==> config.mk <==
export PLATFORM = sky130hd
export DESIGN_NAME = pid_drive_distance_settle_top_flat
export DESIGN_NICKNAME = d
export VERILOG_FILES = /design/src/design/pdds_pkg.sv /design/src/design/pdds_stream_if.sv /design/src/design/pdds_cfg_regs.sv /design/src/design/pdds_power.sv /design/src/design/pid_drive_distance_settle_top.sv /design/src/flat_wrapper.sv
export SDC_FILE = /design/constraint.sdc
export NUM_CORES = 1
export LEC_CHECK = 0
export BUFFER_PORTS_ARGS = -buffer_cell sky130_fd_sc_hd__buf_2
export CAP_MARGIN = 20
export CORE_ASPECT_RATIO = 1.5
export CORE_UTILIZATION = 38
export CTS_CLUSTER_DIAMETER = 150
export DETAILED_ROUTE_END_ITERATION = 8
export SYNTH_ARGS = -nofsm -noshare
export SYNTH_HDL_FRONTEND = slang
export SYNTH_SLANG_ARGS = --single-unit
==> constraint.sdc <==
create_clock -name clk_i -period 5.9 [get_ports clk_i]
set_input_delay 0.59 -clock clk_i [delete_from_list [all_inputs] [get_ports clk_i]]
set_output_delay 0.59 -clock clk_i [all_outputs]
set_load 0.01 [all_outputs]
==> src/design/pdds_pkg.sv <==
// Shared types, constants and register codes for the distance-drive PID block.
package pdds_pkg;

  localparam int IntegralZone   = 150;
  localparam int SettleBand     = 20;
  localparam int GainFracBitsDf = 16;

  // Width of the exact PID sum before the fraction shift.
  localparam int RawW    = 56;
  localparam int CfgIdxW = 3;
  localparam int CfgDatW = 20;

  typedef enum logic [CfgIdxW-1:0] {
    CfgTarget    = 3'd0,
    CfgMaxPower  = 3'd1,
    CfgCallback  = 3'd2,
    CfgGainP     = 3'd3,
    CfgGainI     = 3'd4,
    CfgGainD     = 3'd5,
    CfgGainLine  = 3'd6,
    CfgExitDelay = 3'd7
  } cfg_idx_e;

  localparam logic signed [15:0] TargetRst    = 16'sd0;
  localparam logic [6:0]         MaxPowerRst  = 7'd127;
  localparam logic [14:0]        CallbackRst  = 15'd0;
  localparam logic [19:0]        GainPRst     = 20'd32768;
  localparam logic [19:0]        GainIRst     = 20'd328;
  localparam logic [19:0]        GainDRst     = 20'd6554;
  localparam logic [19:0]        GainLineRst  = 20'd0;
  localparam logic [15:0]        ExitDelayRst = 16'd350;

  typedef struct packed {
    logic signed [15:0] target_distance;
    logic [6:0]         max_power;
    logic [14:0]        callback_distance;
    logic [19:0]        gain_p;
    logic [19:0]        gain_i;
    logic [19:0]        gain_d;
    logic [19:0]        gain_line;
    logic [15:0]        exit_delay_ms;
  } cfg_t;

  typedef struct packed {
    logic               start_req;
    logic signed [15:0] left_travel;
    logic signed [15:0] right_travel;
    logic [31:0]        time_ms;
  } in_t;

  typedef struct packed {
    logic signed [7:0] left_power;
    logic signed [7:0] right_power;
    logic              callback_fire;
    logic              settled;
  } out_t;

  // Error terms after the state update.
  typedef struct packed {
    logic signed [16:0] err;
    logic signed [31:0] error_sum;
    logic signed [17:0] err_diff;
    logic signed [17:0] bal_diff;
    logic               callback_fire;
    logic               settled;
  } s1_t;

  // Registered gain products.
  typedef struct packed {
    logic signed [37:0] prod_p;
    logic signed [52:0] prod_i;
    logic signed [38:0] prod_d;
    logic signed [38:0] prod_line;
    logic               callback_fire;
    logic               settled;
  } s2_t;

endpackage

==> src/design/pdds_stream_if.sv <==
// Valid/ready stream interface carrying one payload word.
interface pdds_stream_if #(
  parameter type payload_t = logic
);
  logic     valid;
  logic     ready;
  payload_t data;

  modport source (output valid, output data, input ready);
  modport sink   (input valid, input data, output ready);
endinterface

==> src/design/pdds_cfg_regs.sv <==
// Configuration register file for the distance-drive PID block.
module pdds_cfg_regs (
  input  logic                           clk_i,
  input  logic                           rst_ni,
  input  logic                           cfg_we_i,
  input  logic [pdds_pkg::CfgIdxW-1:0]   cfg_idx_i,
  input  logic [pdds_pkg::CfgDatW-1:0]   cfg_wdata_i,
  output pdds_pkg::cfg_t                 cfg_o
);
  import pdds_pkg::*;

  cfg_t cfg_q;

  always_ff @(posedge clk_i or negedge rst_ni) begin
    if (!rst_ni) begin
      cfg_q.target_distance   <= TargetRst;
      cfg_q.max_power         <= MaxPowerRst;
      cfg_q.callback_distance <= CallbackRst;
      cfg_q.gain_p            <= GainPRst;
      cfg_q.gain_i            <= GainIRst;
      cfg_q.gain_d            <= GainDRst;
      cfg_q.gain_line         <= GainLineRst;
      cfg_q.exit_delay_ms     <= ExitDelayRst;
    end else if (cfg_we_i) begin
      case (cfg_idx_e'(cfg_idx_i))
        CfgTarget:    cfg_q.target_distance   <= $signed(cfg_wdata_i[15:0]);
        CfgMaxPower:  cfg_q.max_power         <= cfg_wdata_i[6:0];
        CfgCallback:  cfg_q.callback_distance <= cfg_wdata_i[14:0];
        CfgGainP:     cfg_q.gain_p            <= cfg_wdata_i;
        CfgGainI:     cfg_q.gain_i            <= cfg_wdata_i;
        CfgGainD:     cfg_q.gain_d            <= cfg_wdata_i;
        CfgGainLine:  cfg_q.gain_line         <= cfg_wdata_i;
        CfgExitDelay: cfg_q.exit_delay_ms     <= cfg_wdata_i[15:0];
        default: ;
      endcase
    end
  end

  assign cfg_o = cfg_q;

endmodule

==> src/design/pdds_power.sv <==
// Sums gain products, scales, clamps and saturates the drive powers.
module pdds_power #(
  parameter int GainFracBits = pdds_pkg::GainFracBitsDf
) (
  input  pdds_pkg::s2_t  s2_i,
  input  pdds_pkg::cfg_t cfg_i,
  output pdds_pkg::out_t res_o
);
  import pdds_pkg::*;

  localparam int LineW = 40;
  localparam int PowW  = RawW - GainFracBits;
  localparam int BalW  = LineW - GainFracBits;
  localparam logic signed [RawW-1:0]  RawMask  = RawW'((1 << GainFracBits) - 1);
  localparam logic signed [LineW-1:0] LineMask = LineW'((1 << GainFracBits) - 1);
  localparam logic signed [PowW:0]    Pos127   = (PowW+1)'(127);
  localparam logic signed [PowW:0]    Neg127   = (PowW+1)'(-127);

  logic                    neg;
  logic signed [RawW-1:0]  raw, raw_dir, pow_full;
  logic signed [LineW-1:0] line_dir, bal_full;
  logic signed [PowW-1:0]  pow_sh, pow_max, pow_cl;
  logic signed [PowW:0]    pow_ext, pow_bal;
  logic signed [7:0]       lp, rp;

  always_comb begin
    neg     = cfg_i.target_distance[15];
    raw     = RawW'(s2_i.prod_p) + RawW'(s2_i.prod_i) + RawW'(s2_i.prod_d);
    raw_dir = neg ? -raw : raw;
    // truncate toward zero: bias negatives before the arithmetic shift
    pow_full = raw_dir[RawW-1] ? ((raw_dir + RawMask) >>> GainFracBits)
                               : (raw_dir >>> GainFracBits);
    pow_sh   = pow_full[PowW-1:0];

    line_dir = neg ? -LineW'(s2_i.prod_line) : LineW'(s2_i.prod_line);
    bal_full = line_dir[LineW-1] ? ((line_dir + LineMask) >>> GainFracBits)
                                 : (line_dir >>> GainFracBits);

    // clamp only on the drive-direction side
    pow_max = PowW'($signed({1'b0, cfg_i.max_power}));
    pow_cl  = pow_sh;
    if (!neg && (pow_sh > pow_max)) begin
      pow_cl = pow_max;
    end
    if (neg && (pow_sh < -pow_max)) begin
      pow_cl = -pow_max;
    end

    pow_ext = (PowW+1)'(pow_cl);
    pow_bal = pow_ext + (PowW+1)'($signed(bal_full[BalW-1:0]));

    if (pow_ext > Pos127) begin
      lp = 8'sd127;
    end else if (pow_ext < Neg127) begin
      lp = -8'sd127;
    end else begin
      lp = pow_ext[7:0];
    end

    if (pow_bal > Pos127) begin
      rp = 8'sd127;
    end else if (pow_bal < Neg127) begin
      rp = -8'sd127;
    end else begin
      rp = pow_bal[7:0];
    end

    res_o.left_power    = s2_i.settled ? 8'sd0 : lp;
    res_o.right_power   = s2_i.settled ? 8'sd0 : rp;
    res_o.callback_fire = s2_i.callback_fire;
    res_o.settled       = s2_i.settled;
  end

endmodule

==> src/design/pid_drive_distance_settle_top.sv <==
// Distance-drive PID with integral zone and settle detection: top level.
// Pipeline: input, error state, gain product and result registers (4 register stages).
// Throughput: one word per cycle while the output is not stalled; the error/integral/settle
// state closes at the input register stage, gain products take a stage of their own.
// Reset: asynchronous, active low; empties the pipeline, restores register
// defaults and the controller state (integral zero, waiting for band entry).
module pid_drive_distance_settle_top #(
  parameter int GainFracBits = pdds_pkg::GainFracBitsDf
) (
  input  logic                         clk_i,
  input  logic                         rst_ni,
  pdds_stream_if.sink                  in_i,
  pdds_stream_if.source                out_o,
  input  logic                         cfg_we_i,
  input  logic [pdds_pkg::CfgIdxW-1:0] cfg_idx_i,
  input  logic [pdds_pkg::CfgDatW-1:0] cfg_wdata_i
);
  import pdds_pkg::*;

  localparam logic signed [17:0] ZoneS = 18'(IntegralZone);
  localparam logic signed [17:0] BandS = 18'(SettleBand);

  cfg_t cfg;

  pdds_cfg_regs u_cfg (
    .clk_i      (clk_i),
    .rst_ni     (rst_ni),
    .cfg_we_i   (cfg_we_i),
    .cfg_idx_i  (cfg_idx_i),
    .cfg_wdata_i(cfg_wdata_i),
    .cfg_o      (cfg)
  );

  // pipeline valids and per-stage ready
  logic v0_q, v1_q, v2_q, vo_q;
  logic rdy0, rdy1, rdy2, rdy3;
  in_t  in0_q;
  s1_t  s1_d, s1_q;
  s2_t  s2_d, s2_q;
  out_t res_d, res_q;

  assign rdy3 = !vo_q || out_o.ready;
  assign rdy2 = !v2_q || rdy3;
  assign rdy1 = !v1_q || rdy2;
  assign rdy0 = !v0_q || rdy1;

  assign in_i.ready  = rdy0;
  assign out_o.valid = vo_q;
  assign out_o.data  = res_q;

  // controller state
  logic signed [31:0] error_sum_q, error_sum_d;
  logic signed [16:0] last_error_q, last_error_d;
  logic               wait_first_q, wait_first_d;
  logic               entered_q, entered_d;
  logic [31:0]        pause_time_q, pause_time_d;
  logic               done_q, done_d;

  logic signed [16:0] sum_lr, sum_adj, avg;
  logic signed [17:0] aavg, tgt, err, err_diff, bal_diff;
  logic [16:0]        abs_l, abs_r;
  logic signed [31:0] es_cur;
  logic signed [16:0] le_cur;
  logic               wf_cur, eb_cur, done_cur;
  logic [31:0]        pt_cur, pt1;
  logic signed [32:0] es_sum;
  logic signed [31:0] es_sat;
  logic               band_lo, band_hi, first, eb1, chk, done1;

  always_comb begin
    sum_lr  = 17'(in0_q.left_travel) + 17'(in0_q.right_travel);
    // halve toward zero
    sum_adj = sum_lr + $signed({16'd0, sum_lr[16]});
    avg     = sum_adj >>> 1;
    aavg    = avg[16] ? -18'(avg) : 18'(avg);
    tgt     = cfg.target_distance[15] ? -18'(cfg.target_distance)
                                      : 18'(cfg.target_distance);
    err     = tgt - aavg;

    abs_l    = in0_q.left_travel[15] ? 17'(-18'(in0_q.left_travel))
                                     : 17'(in0_q.left_travel);
    abs_r    = in0_q.right_travel[15] ? 17'(-18'(in0_q.right_travel))
                                      : 17'(in0_q.right_travel);
    bal_diff = $signed({1'b0, abs_l}) - $signed({1'b0, abs_r});

    // start clears the state before this word is applied
    es_cur   = in0_q.start_req ? 32'sd0 : error_sum_q;
    le_cur   = in0_q.start_req ? 17'sd0 : last_error_q;
    wf_cur   = in0_q.start_req ? 1'b1 : wait_first_q;
    eb_cur   = in0_q.start_req ? 1'b0 : entered_q;
    pt_cur   = in0_q.start_req ? 32'd0 : pause_time_q;
    done_cur = in0_q.start_req ? 1'b0 : done_q;

    es_sum = 33'(es_cur) + 33'(err);
    if (es_sum[32] != es_sum[31]) begin
      es_sat = es_sum[32] ? 32'sh8000_0000 : 32'sh7fff_ffff;
    end else begin
      es_sat = es_sum[31:0];
    end

    err_diff = err - 18'(le_cur);

    band_lo = aavg > (tgt - BandS);
    band_hi = aavg < (tgt + BandS);
    first   = band_lo && wf_cur;
    pt1     = first ? in0_q.time_ms : pt_cur;
    eb1     = eb_cur || first;
    chk     = eb1 && ({1'b0, in0_q.time_ms} > ({1'b0, pt1} + 33'(cfg.exit_delay_ms)));
    done1   = chk && band_lo && band_hi;

    // frozen once done
    error_sum_d  = done_cur ? es_cur : ((err < ZoneS) ? es_sat : 32'sd0);
    last_error_d = done_cur ? le_cur : err[16:0];
    wait_first_d = done_cur ? wf_cur : (wf_cur && !first);
    entered_d    = done_cur ? eb_cur : eb1;
    pause_time_d = done_cur ? pt_cur : ((chk && !done1) ? in0_q.time_ms : pt1);
    done_d       = done_cur || done1;

    s1_d.err           = err[16:0];
    s1_d.error_sum     = error_sum_d;
    s1_d.err_diff      = err_diff;
    s1_d.bal_diff      = bal_diff;
    s1_d.callback_fire = 18'(avg) > $signed({3'b000, cfg.callback_distance});
    s1_d.settled       = done_d;
  end

  always_comb begin
    s2_d.prod_p        = $signed({1'b0, cfg.gain_p}) * s1_q.err;
    s2_d.prod_i        = $signed({1'b0, cfg.gain_i}) * s1_q.error_sum;
    s2_d.prod_d        = $signed({1'b0, cfg.gain_d}) * s1_q.err_diff;
    s2_d.prod_line     = $signed({1'b0, cfg.gain_line}) * s1_q.bal_diff;
    s2_d.callback_fire = s1_q.callback_fire;
    s2_d.settled       = s1_q.settled;
  end

  pdds_power #(
    .GainFracBits(GainFracBits)
  ) u_power (
    .s2_i (s2_q),
    .cfg_i(cfg),
    .res_o(res_d)
  );

  always_ff @(posedge clk_i or negedge rst_ni) begin
    if (!rst_ni) begin
      v0_q <= 1'b0;
      v1_q <= 1'b0;
      v2_q <= 1'b0;
      vo_q <= 1'b0;
    end else begin
      if (rdy0) v0_q <= in_i.valid;
      if (rdy1) v1_q <= v0_q;
      if (rdy2) v2_q <= v1_q;
      if (rdy3) vo_q <= v2_q;
    end
  end

  // advance the controller state as a word leaves the input register
  always_ff @(posedge clk_i or negedge rst_ni) begin
    if (!rst_ni) begin
      error_sum_q  <= 32'sd0;
      last_error_q <= 17'sd0;
      wait_first_q <= 1'b1;
      entered_q    <= 1'b0;
      pause_time_q <= 32'd0;
      done_q       <= 1'b0;
    end else if (v0_q && rdy1) begin
      error_sum_q  <= error_sum_d;
      last_error_q <= last_error_d;
      wait_first_q <= wait_first_d;
      entered_q    <= entered_d;
      pause_time_q <= pause_time_d;
      done_q       <= done_d;
    end
  end

  always_ff @(posedge clk_i) begin
    if (rdy0 && in_i.valid) in0_q <= in_i.data;
    if (rdy1 && v0_q)       s1_q  <= s1_d;
    if (rdy2 && v1_q)       s2_q  <= s2_d;
    if (rdy3 && v2_q)       res_q <= res_d;
  end

endmodule

==> src/flat_wrapper.sv <==
// flat-port wrapper written by rule: the top's interface ports become plain ports
module pid_drive_distance_settle_top_flat import pdds_pkg::*;
#(
  parameter int GainFracBits = pdds_pkg::GainFracBitsDf
)
  (clk_i, rst_ni, cfg_we_i, cfg_idx_i, cfg_wdata_i, in_i_valid, in_i_data, in_i_ready, out_o_valid, out_o_data, out_o_ready);
  pdds_stream_if in_i_i ();
  pdds_stream_if out_o_i ();
  input  logic clk_i;
  input  logic rst_ni;
  input  logic cfg_we_i;
  input  logic [pdds_pkg::CfgIdxW-1:0] cfg_idx_i;
  input  logic [pdds_pkg::CfgDatW-1:0] cfg_wdata_i;
  input wire logic [$bits(in_i_i.valid)-1:0] in_i_valid;
  input wire logic [$bits(in_i_i.data)-1:0] in_i_data;
  output wire logic [$bits(in_i_i.ready)-1:0] in_i_ready;
  output wire logic [$bits(out_o_i.valid)-1:0] out_o_valid;
  output wire logic [$bits(out_o_i.data)-1:0] out_o_data;
  input wire logic [$bits(out_o_i.ready)-1:0] out_o_ready;
  assign in_i_i.valid = in_i_valid;
  assign in_i_i.data = in_i_data;
  assign in_i_ready = in_i_i.ready;
  assign out_o_valid = out_o_i.valid;
  assign out_o_data = out_o_i.data;
  assign out_o_i.ready = out_o_ready;
  pid_drive_distance_settle_top #(.GainFracBits(GainFracBits)) u_core (.clk_i(clk_i), .rst_ni(rst_ni), .in_i(in_i_i), .out_o(out_o_i), .cfg_we_i(cfg_we_i), .cfg_idx_i(cfg_idx_i), .cfg_wdata_i(cfg_wdata_i));
endmodule
==> run summary, run 1 <==
For the initial core utilization, the log shows 0.393. The via count of the first global-routing pass came out at 3988. Dividing the detail-routed wire length by the instance count gives 16.5 um.

For the upper clock frequency limit, the log shows 175 MHz. The run gives 0.34 ns as the clock insertion delay at the later pin of the skew report. The count of endpoints failing setup in the final report is 0. The final clock skew came out at 0.00786 ns. The maximum ir drop on the vdd rail is 0.000178 V. The logs give 0.186 ns for the least setup slack across all paths after layout and 6.12 ns for the required time reported for the critical path endpoint.

The number of antenna violations at the first check in global routing was 0; the overall die height was 136 um. Once detailed placement completed, the half-perimeter wirelength came to 8.71 mm. For the register area share after synthesis, the log shows 0.421. The routed length on met1 came out at 4.73 mm. The mean area per synthesized cell is 9.74 um2, and the synthesized netlist cell count is 465. The net switching share of the total power came out at 0.306. The overall routing resource usage is 0.197, and the number of I/O pins is 32. The count of buffers added on input and output ports is 27. The flow ran to the end, and the final reports show no timing, DRC or antenna violations. Before antenna repair, the detailed router went through 4 iterations.

The cell family contributing the most delay on the critical path was simple AND/OR/NAND/NOR gates. The highest metal layer with signal wires was met4. TritonCTS built the clock tree. Buffering stage count on the worst path with inverters included: 5. The post-route clock period utilization is 0.968, and the met2 wire length is 6.67 mm.

Area added between synthesis and finish: 31.7%. The cell-internal power was 0.00113 W. The run gives 9 as the total CTS buffers. The critical-path maximum fanout is 7, and the final hold violation count is 0.

The critical path capture point type was a register. The congestion estimate from routability-driven global placement came to 0.957. For the pin with the worst max-slew slack, the measured transition is 0.946 ns. The maximum root-to-sink buffer count is 2.

The width of the chip is 91.1 um. The count of fill cells added during filler insertion came out at 1061. The depth of the CTS H-tree was 3; the amount of wire on met3 after detailed routing was 280 um.

The number of antenna diodes came out at 0. Counting distinct cell types in the post-synthesis netlist gives 61. The ratio of cells with drive above 1 in the final layout works out to 0.355.

Across the whole layout, storage elements account for 0.00191 mm2. The total congestion overflow after global routing is 0, and the number of hold buffers added after cts is 0. The area occupied by multi-input gates is 0.00268 mm2. The largest stage delay on the critical path was 0.56 ns; the number of remaining DRC errors was 0. The run gives 0.392 as the part of the total power dissipated in sequential elements.

Clock-pin slew was measured on the worst setup and hold paths at 0.06 ns. For the share of power burned in combinational logic, the log shows 0.268. The detail-routed via count per cell is 5.46, and the count of antenna-violating nets left after detailed routing is 0. The tools report the power share of the clock group as 0.340.

In this run the power spent charging and discharging nets is 0.000497 W. The type of the most critical hold path is register to register. The tools report the type of origin of the critical path as a register.

The number of sinks driven by the clock tree was 75. The run gives 19.0 mm as the first-pass GRT wire length. Clock tree synthesis selected as its root buffer the cell clkbuf_16.

The synthesized netlist occupies a cell area of 0.00453 mm2. The detailed-route wire length came out at 12.0 mm. The count of yosys warnings during synthesis was 0. Traced cell by cell, the critical path runs through inv_2 > ha_4 > nor3b_4 > nand3_2 > o311ai_2 > o211a_1 > nand4_1 > buf_6 > and2_1 > ha_1 > nand2_1 > buf_4 > o211a_4 > or4_4 > a31oi_4 > a31oi_1 > or4b_1 > nor4b_2 > buf_4 > nand4_1 > a211oi_4 > buf_6 > mux2_4. The floorplan step defined a die boundary enclosing 0.0124 mm2. The flop and latch count out of synthesis was 75; the count of flip-flops with a built-in enable after synthesis was 4. The logs give 0.368 for the normalized max-slew margin and 513 for the total nets after synthesis. The worst setup path is of the register to register kind. In the synthesized netlist the dominant register cell turns out to be dfrtp_1. In the layout the commonest cells are 79 x buf_4, 62 x dfrtp_1, 31 x and2_1, 30 x nand2_1.

Across the run, the number of max-cap violations was 0. The cell type of the slowest stage on the worst timing path is or4b_1. The tools report the largest net degree at the start of global routing as 72. The fraction of registers with async set/reset was 0.947; the total via count in the routed design was 3968. In this run the static leakage power is 2.65 nW. For the number of rows in the core area, the log shows 48.

Data on the critical path arrives at its endpoint at 5.94 ns. The total power consumption of the routed design is 0.00162 W, and the first-iteration detailed-routing DRC count is 262. The net count of the finished layout is 620. The smallest clock period supported by the final layout is computed as 5.71 ns. The most common library cell in the layout ignoring fill and taps was buf_4. The power density over cell area is 273 mW/mm2. After floorplanning, the core was sized to cover 0.0115 mm2. The tools report the minimum setup slack after placement as -0.405 ns. The number of slew-limit violations in the final report was 0.
-- worst reg2reg max path: stages (launching register included) --
cell	delay, ns
dfrtp_1	0.43
inv_2	0.10
ha_4	0.13
nor3b_4	0.23
nand3_2	0.12
o311ai_2	0.29
o211a_1	0.21
nand4_1	0.17
buf_6	0.20
and2_1	0.16
ha_1	0.32
nand2_1	0.09
buf_4	0.15
o211a_4	0.25
or4_4	0.55
a31oi_4	0.19
a31oi_1	0.09
or4b_1	0.56
nor4b_2	0.32
buf_4	0.17
nand4_1	0.13
a211oi_4	0.27
buf_6	0.17
mux2_4	0.30
-- path summary, 6_finish.rpt --
check,from,to,slack [ns],cells past startpoint
setup reg to reg,u_core.u_cfg.cfg_o[119],u_core.pause_time_q[0],0.19,23
setup / recovery,u_core.u_cfg.cfg_o[119],u_core.pause_time_q[0],0.19,23
hold reg to reg,u_core.s2_q[0],u_core.out_o.data,0.42,0
min in group asynchronous,rst_ni,u_core.pause_time_q[20],0.46,2
max in group asynchronous,rst_ni,u_core.u_cfg.cfg_o[133],4.74,2
hold / removal,u_core.s2_q[0],u_core.out_o.data,0.42,0
-- cell usage after synthesis (3+ instances only) --
library cell / n / share of area
dfstp_2: 7 / 0.041
o21ai_0: 21 / 0.023
inv_1: 17 / 0.014
o31a_1: 3 / 0.0058
nand4_1: 14 / 0.019
edfxtp_1: 4 / 0.027
nor4_1: 5 / 0.0069
and4_1: 3 / 0.0058
a31oi_1: 13 / 0.018
or3b_2: 3 / 0.0058
and2b_1: 5 / 0.0083
nor3b_1: 6 / 0.0099
clkbuf_1: 14 / 0.012
o22ai_1: 3 / 0.0041
o21a_1: 3 / 0.0050
o32ai_1: 4 / 0.0077
xor2_1: 6 / 0.012
nor2b_1: 13 / 0.018
a211oi_1: 3 / 0.0050
o211ai_1: 6 / 0.0099
dfrtp_1: 64 / 0.35
o311a_1: 3 / 0.0066
a21o_1: 4 / 0.0066
or2_2: 4 / 0.0055
a21oi_1: 26 / 0.029
or3_1: 4 / 0.0055
and2_1: 32 / 0.044
o211a_1: 3 / 0.0066
nand2b_1: 11 / 0.015
and3_1: 6 / 0.0083
mux2_2: 27 / 0.067
nand3_1: 15 / 0.017
nor4b_1: 4 / 0.0077
ha_1: 18 / 0.050
nor2_1: 18 / 0.015
nand2_1: 31 / 0.026
nor3_1: 13 / 0.014
-- flip-flops by register name (all words and copies together) (netlist names) --
signal / count
u_core.out_o.valid: 1
u_core.v1_q: 1
u_core.u_cfg.cfg_o: 32
u_core.in0_q: 1
u_core.pause_time_q: 32
u_core.wait_first_q: 1
u_core.entered_q: 1
u_core.out_o.data: 1
u_core.done_q: 1
u_core.s1_q: 1
u_core.s2_q: 1
u_core.v0_q: 1
u_core.v2_q: 1
-- logic make-up (layout without fill, tap and decap cells) --
kind of cell	after synthesis	count (layout)	share of synthesized area
muxes	30	30	0.0749
and+or+nand+nor	195	195	0.248
adders and majority gates	19	19	0.0542
DFF	75	75	0.421
xor gates and xnor gates	7	7	0.0135
buffers and inverters	34	146	0.0301
AOI/OAI and AO/OA	105	105	0.158
-- cell type report --
| type | instances | share of cell area |
|---|---|---|
| Multi-Input combinational cell | 356 | 0.450 |
| Sequential cell | 75 | 0.320 |
| Timing Repair Buffer | 113 | 0.139 |
| Clock buffer | 9 | 0.0378 |
| Tap cell | 150 | 0.0315 |
| Clock inverter | 7 | 0.0113 |
| Inverter | 17 | 0.0107 |
-- power by group through the flow --
stage / registers [W] / logic, W / clock network [W]
after floorplan: 0.000623 / 0.000221 / 0
after global placement: 0.000635 / 0.000381 / 0
after detailed placement: 0.000638 / 0.000390 / 0
after CTS: 0.000630 / 0.000401 / 0.000563
after global routing: 0.000641 / 0.000476 / 0.000586
final: 0.000636 / 0.000436 / 0.000552
-- repair_timing --
action                                  4_1_cts  5_1_grt
setup buffers                                 5        6
cloned                                        0        1
gates resized for setup                      11       35
pin swaps                                     2       21
endpoints found under the setup margin       19       19
-- per-layer routing --
layer / vias up / global-route usage
met5: - / 0
met4: 0 / 0.0882
met3: 24 / 0.0309
met2: 65 / 0.378
met1: 1941 / 0.211
li1: 1938 / -
-- metrics by stage --
| stage | hold WS (ns) | TNS [ns] | area [um2] | instances | util |
|---|---|---|---|---|---|
| 2_1_floorplan | 0.294 | 0 | 4530 | 465 | - |
| 3_3_place_gp | 0.407 | -4.90 | 5360 | 700 | 0.465 |
| 3_5_place_dp | 0.409 | -5.87 | 5360 | 700 | 0.465 |
| 4_1_cts | 0.419 | 0 | 5740 | 721 | 0.498 |
| 5_1_grt | 0.419 | -1.20 | 5960 | 727 | 0.517 |
| 6_report | 0.421 | 0 | 5960 | 727 | 0.517 |
No activity file was read; power rests on OpenSTA's default activity.
==> inputs of run 2 (changes only) <==
--- a/config.mk
+++ b/config.mk
@@ -5,12 +5,14 @@
 export SDC_FILE = /design/constraint.sdc
 export NUM_CORES = 1
 export LEC_CHECK = 0
+export ABC_CLOCK_PERIOD_IN_PS = 5900
 export BUFFER_PORTS_ARGS = -buffer_cell sky130_fd_sc_hd__buf_2
-export CAP_MARGIN = 20
+export CAP_MARGIN = 15
 export CORE_ASPECT_RATIO = 1.5
 export CORE_UTILIZATION = 38
 export CTS_CLUSTER_DIAMETER = 150
 export DETAILED_ROUTE_END_ITERATION = 8
+export PLACE_DENSITY_LB_ADDON = 0.2
 export SYNTH_ARGS = -nofsm -noshare
 export SYNTH_HDL_FRONTEND = slang
 export SYNTH_SLANG_ARGS = --single-unit
==> run 2 against run 1 <==
Utilization increased by 0.69 points. Sequential share of layout area decreased by 0.47 points. Routed wire length increased by 0.83%. Sequential power decreased by 0.8%. Clock power about the same. Count of clock-buffer cells in the layout increased by 1. Fmax decreased by 1.6%. Global-route usage about the same. Cell count increased by 1.4%. Critical path depth increased by 3. Combinational power decreased by 4%. Via count increased by 4.0%.
==> run summary, run 2 (synthesis results as in run 1) <==
The global-route met3 utilization was 0.0325 (was 0.0309); the share of power burned in combinational logic was 0.261 (was 0.268). The detailed placement HPWL was 8.32 mm (was 8.71 mm). The area inside the core boundary was 0.0115 mm2 (unchanged). Commonest non-fill, non-tap cells in the layout: 90 x buf_4, 64 x dfrtp_1, 32 x and2_1, 31 x nand2_1 (was 79 x buf_4, 62 x dfrtp_1, 31 x and2_1, 30 x nand2_1).

The minimum setup slack after placement was -0.397 ns (was -0.405 ns). The first-iteration detailed-routing DRC count was 187 (was 262); the global placer's final weighted congestion was 0.882 (was 0.957). Detail-routed via count per cell: 5.60 (was 5.46).

The run gives 6.13 ns (was 6.12 ns) as the required time reported for the critical path endpoint. The overall die height is 136 um (unchanged). The minimum clock period was 5.81 ns (was 5.71 ns); the least setup slack across all paths after layout was 0.0921 ns (was 0.186 ns). The net switching share of the total power came out at 0.302 (was 0.306).

Number of I/O pins: 32 (unchanged). The maximum ir drop on the vdd rail was 0.000169 V (was 0.000178 V). Utilization of the core after routing: 0.524 (was 0.517). The number of slew-limit violations in the final report was 0 (unchanged); the power share of the clock group was 0.345 (was 0.340). The buffering stage count on the worst path with inverters included is 8 (was 5), and the global-route track usage on met2 is 0.371 (was 0.378). The cell type of the slowest stage on the worst timing path was or4_4 (was or4b_1).

The run gives 0 (unchanged) as the count of endpoints failing setup in the final report. The routed length per placed instance was 16.4 um (was 16.5 um); the number of antenna diodes was 0 (unchanged). The width of the chip was 91.1 um (unchanged). The critical path capture point type is a register (unchanged).

Cell family contributing the most delay on the critical path: simple AND/OR/NAND/NOR gates (unchanged). The depth of the CTS H-tree was 3 (unchanged). The run gives 630 (was 620) as the total number of nets in the final design. The type of the setup path with the least slack was register to register (unchanged). The run gives 48 (unchanged) as the number of rows in the core area.

The type of the most critical hold path was input port to asynchronous set/reset pin (was register to register). Most common library cell in the layout ignoring fill and taps: buf_4 (unchanged). The transition at the pin with the smallest max-transition slack works out to 0.911 ns (was 0.946 ns). The maximum root-to-sink buffer count was 2 (unchanged); the count of buffers from port buffering was 27 (unchanged).

For the number of sinks driven by the clock tree, the log shows 75 (unchanged). The run gives 0.00112 W (was 0.00113 W) as the cell-internal power. The power density over cell area is 266 mW/mm2 (was 273 mW/mm2), and the switching power is 0.000484 W (was 0.000497 W). The clock input transition at the sequential cells of the worst setup and hold paths works out to 0.06 ns (about the same). The most numerous cell type found on the critical path is buf_6. The minimum hold slack was 0.359 ns (was 0.421 ns); the critical path arrival was 6.04 ns (was 5.94 ns). The most used routing layer was met2 (unchanged).

The run gives 172 MHz (was 175 MHz) as the upper clock frequency limit. The placed cell area is 0.00527 mm2 (was 0.00536 mm2), and the first-pass GRT wire length is 19.0 mm (about the same). The part of the total power dissipated in sequential elements is 0.394 (was 0.392), and the ratio of cells with drive above 1 in the final layout is 0.358 (was 0.355). The tools report the normalized max-slew margin as 0.393 (was 0.368). The initial core utilization is 0.393 (unchanged). The tools report the final design area excluding fillers as 0.00604 mm2 (was 0.00596 mm2).

Type of origin of the critical path: a register (unchanged). The overall routing resource usage came out at 0.197 (about the same). The post-route clock period utilization works out to 0.984 (was 0.968).

The logs give 0.00884 ns (was 0.00786 ns) for the final clock skew and 0.0124 mm2 (unchanged) for the area enclosed by the die boundary. The largest stage delay on the critical path came out at 0.56 ns (about the same). The clock insertion delay at the later pin of the skew report was 0.34 ns (about the same); the area added between synthesis and finish was 33.5% (was 31.7%). The total congestion overflow after global routing came out at 0 (unchanged). The largest net degree at the start of global routing was 72 (unchanged); the total power consumption of the routed design was 0.00160 W (was 0.00162 W). The cell at the root of the clock tree was clkbuf_16 (unchanged). Setup repair after global routing could not meet its margin everywhere.

The tools report the number of maximum-capacitance constraint violations as 0 (unchanged). The routing usage on met1 was 0.210 (was 0.211). TritonCTS built the clock tree. The tools report the detailed-route wire length as 12.1 mm (was 12.0 mm). The logs give 0 (unchanged) for the final hold violation count and 2.67 nW (was 2.65 nW) for the leakage component of the power. The via count of the first global-routing pass was 4051 (was 3988).

The total CTS buffers came out at 9 (unchanged). The run gives 0 (unchanged) as the number of antenna violations at the first check in global routing. The critical-path maximum fanout came out at 7 (unchanged).

The first-pass detailed-route iteration total came out at 5 (was 4). The count of antenna-violating nets left after detailed routing was 0 (unchanged). For the number of remaining DRC errors, the log shows 0 (unchanged). The flow ran to the end, and the final reports show no timing, DRC or antenna violations. The tools report the total via count in the routed design as 4126 (was 3968).
==> run 2: metrics by stage <==
stage               TNS [ns]  instances
global route           -1.27        737
finish                     0        737
CTS                        0        731
floorplan                  0        465
detailed placement     -5.71        687
global placement       -4.34        687
==> run 2: worst reg2reg max path: cells and delay by family (launching register included) <==
family | cells | cell delay, ns
compound gates | 6 | 1.07
fa+ha+maj | 2 | 0.44
flops | 1 | 0.40
simple gates | 10 | 2.64
buf+inv | 8 | 1.14
==> run 2: final cells by class <==
cell class / count / area [um2]
Tap cell: 150 / 188
Timing Repair Buffer: 123 / 901
Fill cell: 1063 / 5490
Clock buffer: 10 / 229
Clock inverter: 6 / 63.8
Sequential cell: 75 / 1910
Multi-Input combinational cell: 356 / 2690
Inverter: 17 / 63.8
==> run 2: power by group through the flow <==
stage | clock (W) | combinational, W | sequential (W)
6_report | 0.000554 | 0.000419 | 0.000631
5_1_grt | 0.000586 | 0.000458 | 0.000640
4_1_cts | 0.000566 | 0.000385 | 0.000627
3_5_place_dp | 0 | 0.000375 | 0.000636
3_3_place_gp | 0 | 0.000367 | 0.000634
2_1_floorplan | 0 | 0.000221 | 0.000623
==> run 2: worst paths after layout <==
| check | endpoint | start | depth (start not counted) | slack (ns) |
|---|---|---|---|---|
| worst min-delay path | u_core.pause_time_q[22] | rst_ni | 1 | 0.36 |
| max in group asynchronous | u_core.pause_time_q[7] | rst_ni | 1 | 4.93 |
| worst max register to register | u_core.pause_time_q[6] | u_core.u_cfg.cfg_o[118] | 26 | 0.09 |
| worst min register to register | u_core.s2_q[0] | u_core.s1_q[0] | 0 | 0.43 |
| worst max-delay path | u_core.pause_time_q[6] | u_core.u_cfg.cfg_o[118] | 26 | 0.09 |
| min in group clk_i | u_core.in0_q[0] | in_i_data | 1 | 0.42 |
==> run 2: routing by layer <==
metal | vias to the layer above | share of wire
li1 | 1959 | -
met1 | 1992 | 0.39
met2 | 135 | 0.54
met3 | 40 | 0.034
met4 | 0 | 0.036
met5 | - | 0
==> run 2: what timing repair did <==
item,in CTS,in global routing
gates resized for setup,12,28
cloned,0,2
setup endpoints to repair,19,33
setup buffers,28,7
hold buffers,0,0
pin swaps,2,22
endpoints found under the hold margin,0,0
==> inputs of run 3 (changes only) <==
--- a/config.mk
+++ b/config.mk
@@ -8,11 +8,13 @@
 export ABC_CLOCK_PERIOD_IN_PS = 5900
 export BUFFER_PORTS_ARGS = -buffer_cell sky130_fd_sc_hd__buf_2
 export CAP_MARGIN = 15
-export CORE_ASPECT_RATIO = 1.5
+export CORE_ASPECT_RATIO = 0.75
 export CORE_UTILIZATION = 38
+export CTS_BUF_LIST = sky130_fd_sc_hd__clkbuf_8
 export CTS_CLUSTER_DIAMETER = 150
 export DETAILED_ROUTE_END_ITERATION = 8
 export PLACE_DENSITY_LB_ADDON = 0.2
+export SKIP_CTS_REPAIR_TIMING = 1
 export SYNTH_ARGS = -nofsm -noshare
 export SYNTH_HDL_FRONTEND = slang
 export SYNTH_SLANG_ARGS = --single-unit
==> run 3 against run 2 <==
Worst hold slack improved by 0.052 ns. Count of clock-buffer cells in the layout unchanged. Setup slack improved by 0.11 ns. Largest cell class unchanged. Largest power group unchanged.
==> run summary, run 3 (synthesis results as in run 1) <==
The number of rows in the core area is 34 (was 48), and the number of antenna violations at the first check in global routing is 0 (unchanged). The ratio of cells with drive above 1 in the final layout is 0.364 (was 0.358), and the maximum ir drop on the vdd rail is 0.0000982 V (was 0.000169 V). The run gives 0 (unchanged) as the number of antenna diodes. TritonCTS built the clock tree. The type of origin of the critical path was a register (unchanged). The post-route clock period utilization was 0.966 (was 0.984); the width of the chip was 128 um (was 91.1 um). The first-iteration detailed-routing DRC count was 274 (was 187); the number of I/O pins was 32 (unchanged). The depth of the CTS H-tree was 3 (unchanged); the final hold violation count was 0 (unchanged). The clock input transition at the sequential cells of the worst setup and hold paths is 0.08 ns (was 0.06 ns). The run gives 0 ns (unchanged) as the summed negative setup slack over all endpoints.

The tools report the number of maximum-capacitance constraint violations as 0 (unchanged). The detail-routed via count per cell was 5.30 (was 5.60); the count of antenna-violating nets left after detailed routing was 0 (unchanged). For the minimum hold slack, the log shows 0.411 ns (was 0.359 ns).

The logs give 3782 (was 4051) for the via count of the first global-routing pass and 5.94 ns (was 6.04 ns) for the critical path arrival. Power density over cell area: 246 mW/mm2 (was 266 mW/mm2). The cell at the root of the clock tree was clkbuf_8 (was clkbuf_16). Final design area excluding fillers: 0.00593 mm2 (was 0.00604 mm2). The area enclosed by the die boundary is 0.0124 mm2 (about the same). The run finished with clean final reports. The transition at the pin with the smallest max-transition slack is 0.924 ns (was 0.911 ns), and the overall die height is 96.5 um (was 136 um). The total number of nets in the final design was 631 (was 630); the first-pass GRT wire length was 18.8 mm (was 19.0 mm). The area inside the core boundary is 0.0116 mm2 (was 0.0115 mm2). The critical-path maximum fanout works out to 16 (was 7). The global placer's final weighted congestion is 0.878 (was 0.882). The detailed-route wire length is 11.5 mm (was 12.1 mm).

The placed cell area came out at 0.00551 mm2 (was 0.00527 mm2). The tools report the number of sinks driven by the clock tree as 75 (unchanged). Critical path capture point type: a register (unchanged). Total CTS buffers: 9 (unchanged). The area added between synthesis and finish was 30.9% (was 33.5%); the utilization of the core after routing was 0.510 (was 0.524). The run gives 176 MHz (was 172 MHz) as the upper clock frequency limit. The most common library cell in the layout ignoring fill and taps was buf_4 (unchanged). The largest net degree at the start of global routing was 72 (unchanged). The count of non-filler cells in the finished layout is 750 (was 737).

Required time reported for the critical path endpoint: 6.14 ns (was 6.13 ns). Commonest non-fill, non-tap cells in the layout: 92 x buf_4, 64 x dfrtp_1, 31 x and2_1, 31 x nand2_1 (was 90 x buf_4, 64 x dfrtp_1, 32 x and2_1, 31 x nand2_1). The overall routing resource usage is 0.198 (was 0.197). The clock insertion delay at the later pin of the skew report is 0.36 ns (was 0.34 ns). The cell count after placement is 730 (was 687). For the number of remaining DRC errors, the log shows 0 (unchanged). The detailed placement HPWL is 8.62 mm (was 8.32 mm).

Type of the most critical hold path: input port to register (was input port to asynchronous set/reset pin). The initial core utilization is 0.390 (was 0.393). The count of fill cells added during filler insertion was 1111 (was 1063). The run gives 2 (unchanged) as the maximum root-to-sink buffer count.

The total via count in the routed design is 3976 (was 4126), and the routed length per placed instance is 15.3 um (was 16.4 um). The count of buffers from port buffering was 27 (unchanged). Type of the setup path with the least slack: register to register (unchanged). The final clock skew is 0.0113 ns (was 0.00884 ns). The minimum clock period is 5.70 ns (was 5.81 ns), and the count of endpoints failing setup in the final report is 0 (unchanged). The total congestion overflow after global routing is 0 (unchanged), and the leakage component of the power is 2.66 nW (was 2.67 nW).

The number of slew-limit violations in the final report is 0 (unchanged), and the normalized max-slew margin is 0.384 (was 0.393). The first-pass detailed-route iteration total came out at 5 (unchanged).
run 3: path summary, 6_finish.rpt:
check / from / end / slack [ns] / cells after the start
worst max register to register: u_core.u_cfg.cfg_o[119] / u_core.pause_time_q[0] / 0.20 / 24
max in group asynchronous: rst_ni / u_core.u_cfg.cfg_o[9] / 4.85 / 2
worst min register to register: u_core.s1_q[0] / u_core.s2_q[0] / 0.43 / 0
worst max-delay path: u_core.u_cfg.cfg_o[119] / u_core.pause_time_q[0] / 0.20 / 24
min in group asynchronous: rst_ni / u_core.pause_time_q[24] / 0.45 / 2
worst min-delay path: in_i_data / u_core.in0_q[0] / 0.41 / 1
run 3: layout make-up:
type	instances	area (um2)	area share
Clock buffer	10	138	0.0232
Timing Repair Buffer	124	891	0.150
Tap cell	162	203	0.0342
Inverter	17	63.8	0.0108
Multi-Input combinational cell	356	2690	0.453
Clock inverter	6	38.8	0.00654
Sequential cell	75	1910	0.322
run 3: metrics by stage:
stage / power [W] / worst slack [ns]
floorplan: 0.000844 / 0.00444
global placement: 0.00104 / -0.527
detailed placement: 0.00105 / -0.578
CTS: 0.00142 / -0.652
global route: 0.00155 / -0.0346
finish: 0.00146 / 0.203
run 3: power breakdown:
group | switching, W | leakage [nW] | internal [W]
Combinational | 0.000226 | 1.64 | 0.000244
Clock | 0.000199 | 0.0885 | 0.000163
Sequential | 0.0000471 | 0.928 | 0.000579
run 3: per-layer routing:
metal / up-vias / part of all wire / GRT usage
met5: - / 0 / 0
met4: 0 / 0.010 / 0.0549
met3: 17 / 0.038 / 0.0380
met2: 98 / 0.42 / 0.279
met1: 1901 / 0.54 / 0.304
li1: 1960 / - / -
run 3: worst max-delay path: stages, from the launching register on:
cell and delay, ns:
dfrtp_1 0.42, inv_2 0.10, ha_4 0.15, nor3b_4 0.26
nand3_2 0.12, o311ai_2 0.28, o211a_1 0.23, nand4_1 0.11
buf_6 0.15, buf_6 0.15, and2_1 0.20, ha_4 0.29
nand2_1 0.08, buf_4 0.14, o211a_1 0.26, or4_4 0.52
a31oi_4 0.19, a31oi_1 0.12, or4b_4 0.56, nor4b_2 0.22
buf_4 0.15, nand4_1 0.13, a211oi_4 0.30, buf_6 0.15
mux2_4 0.28
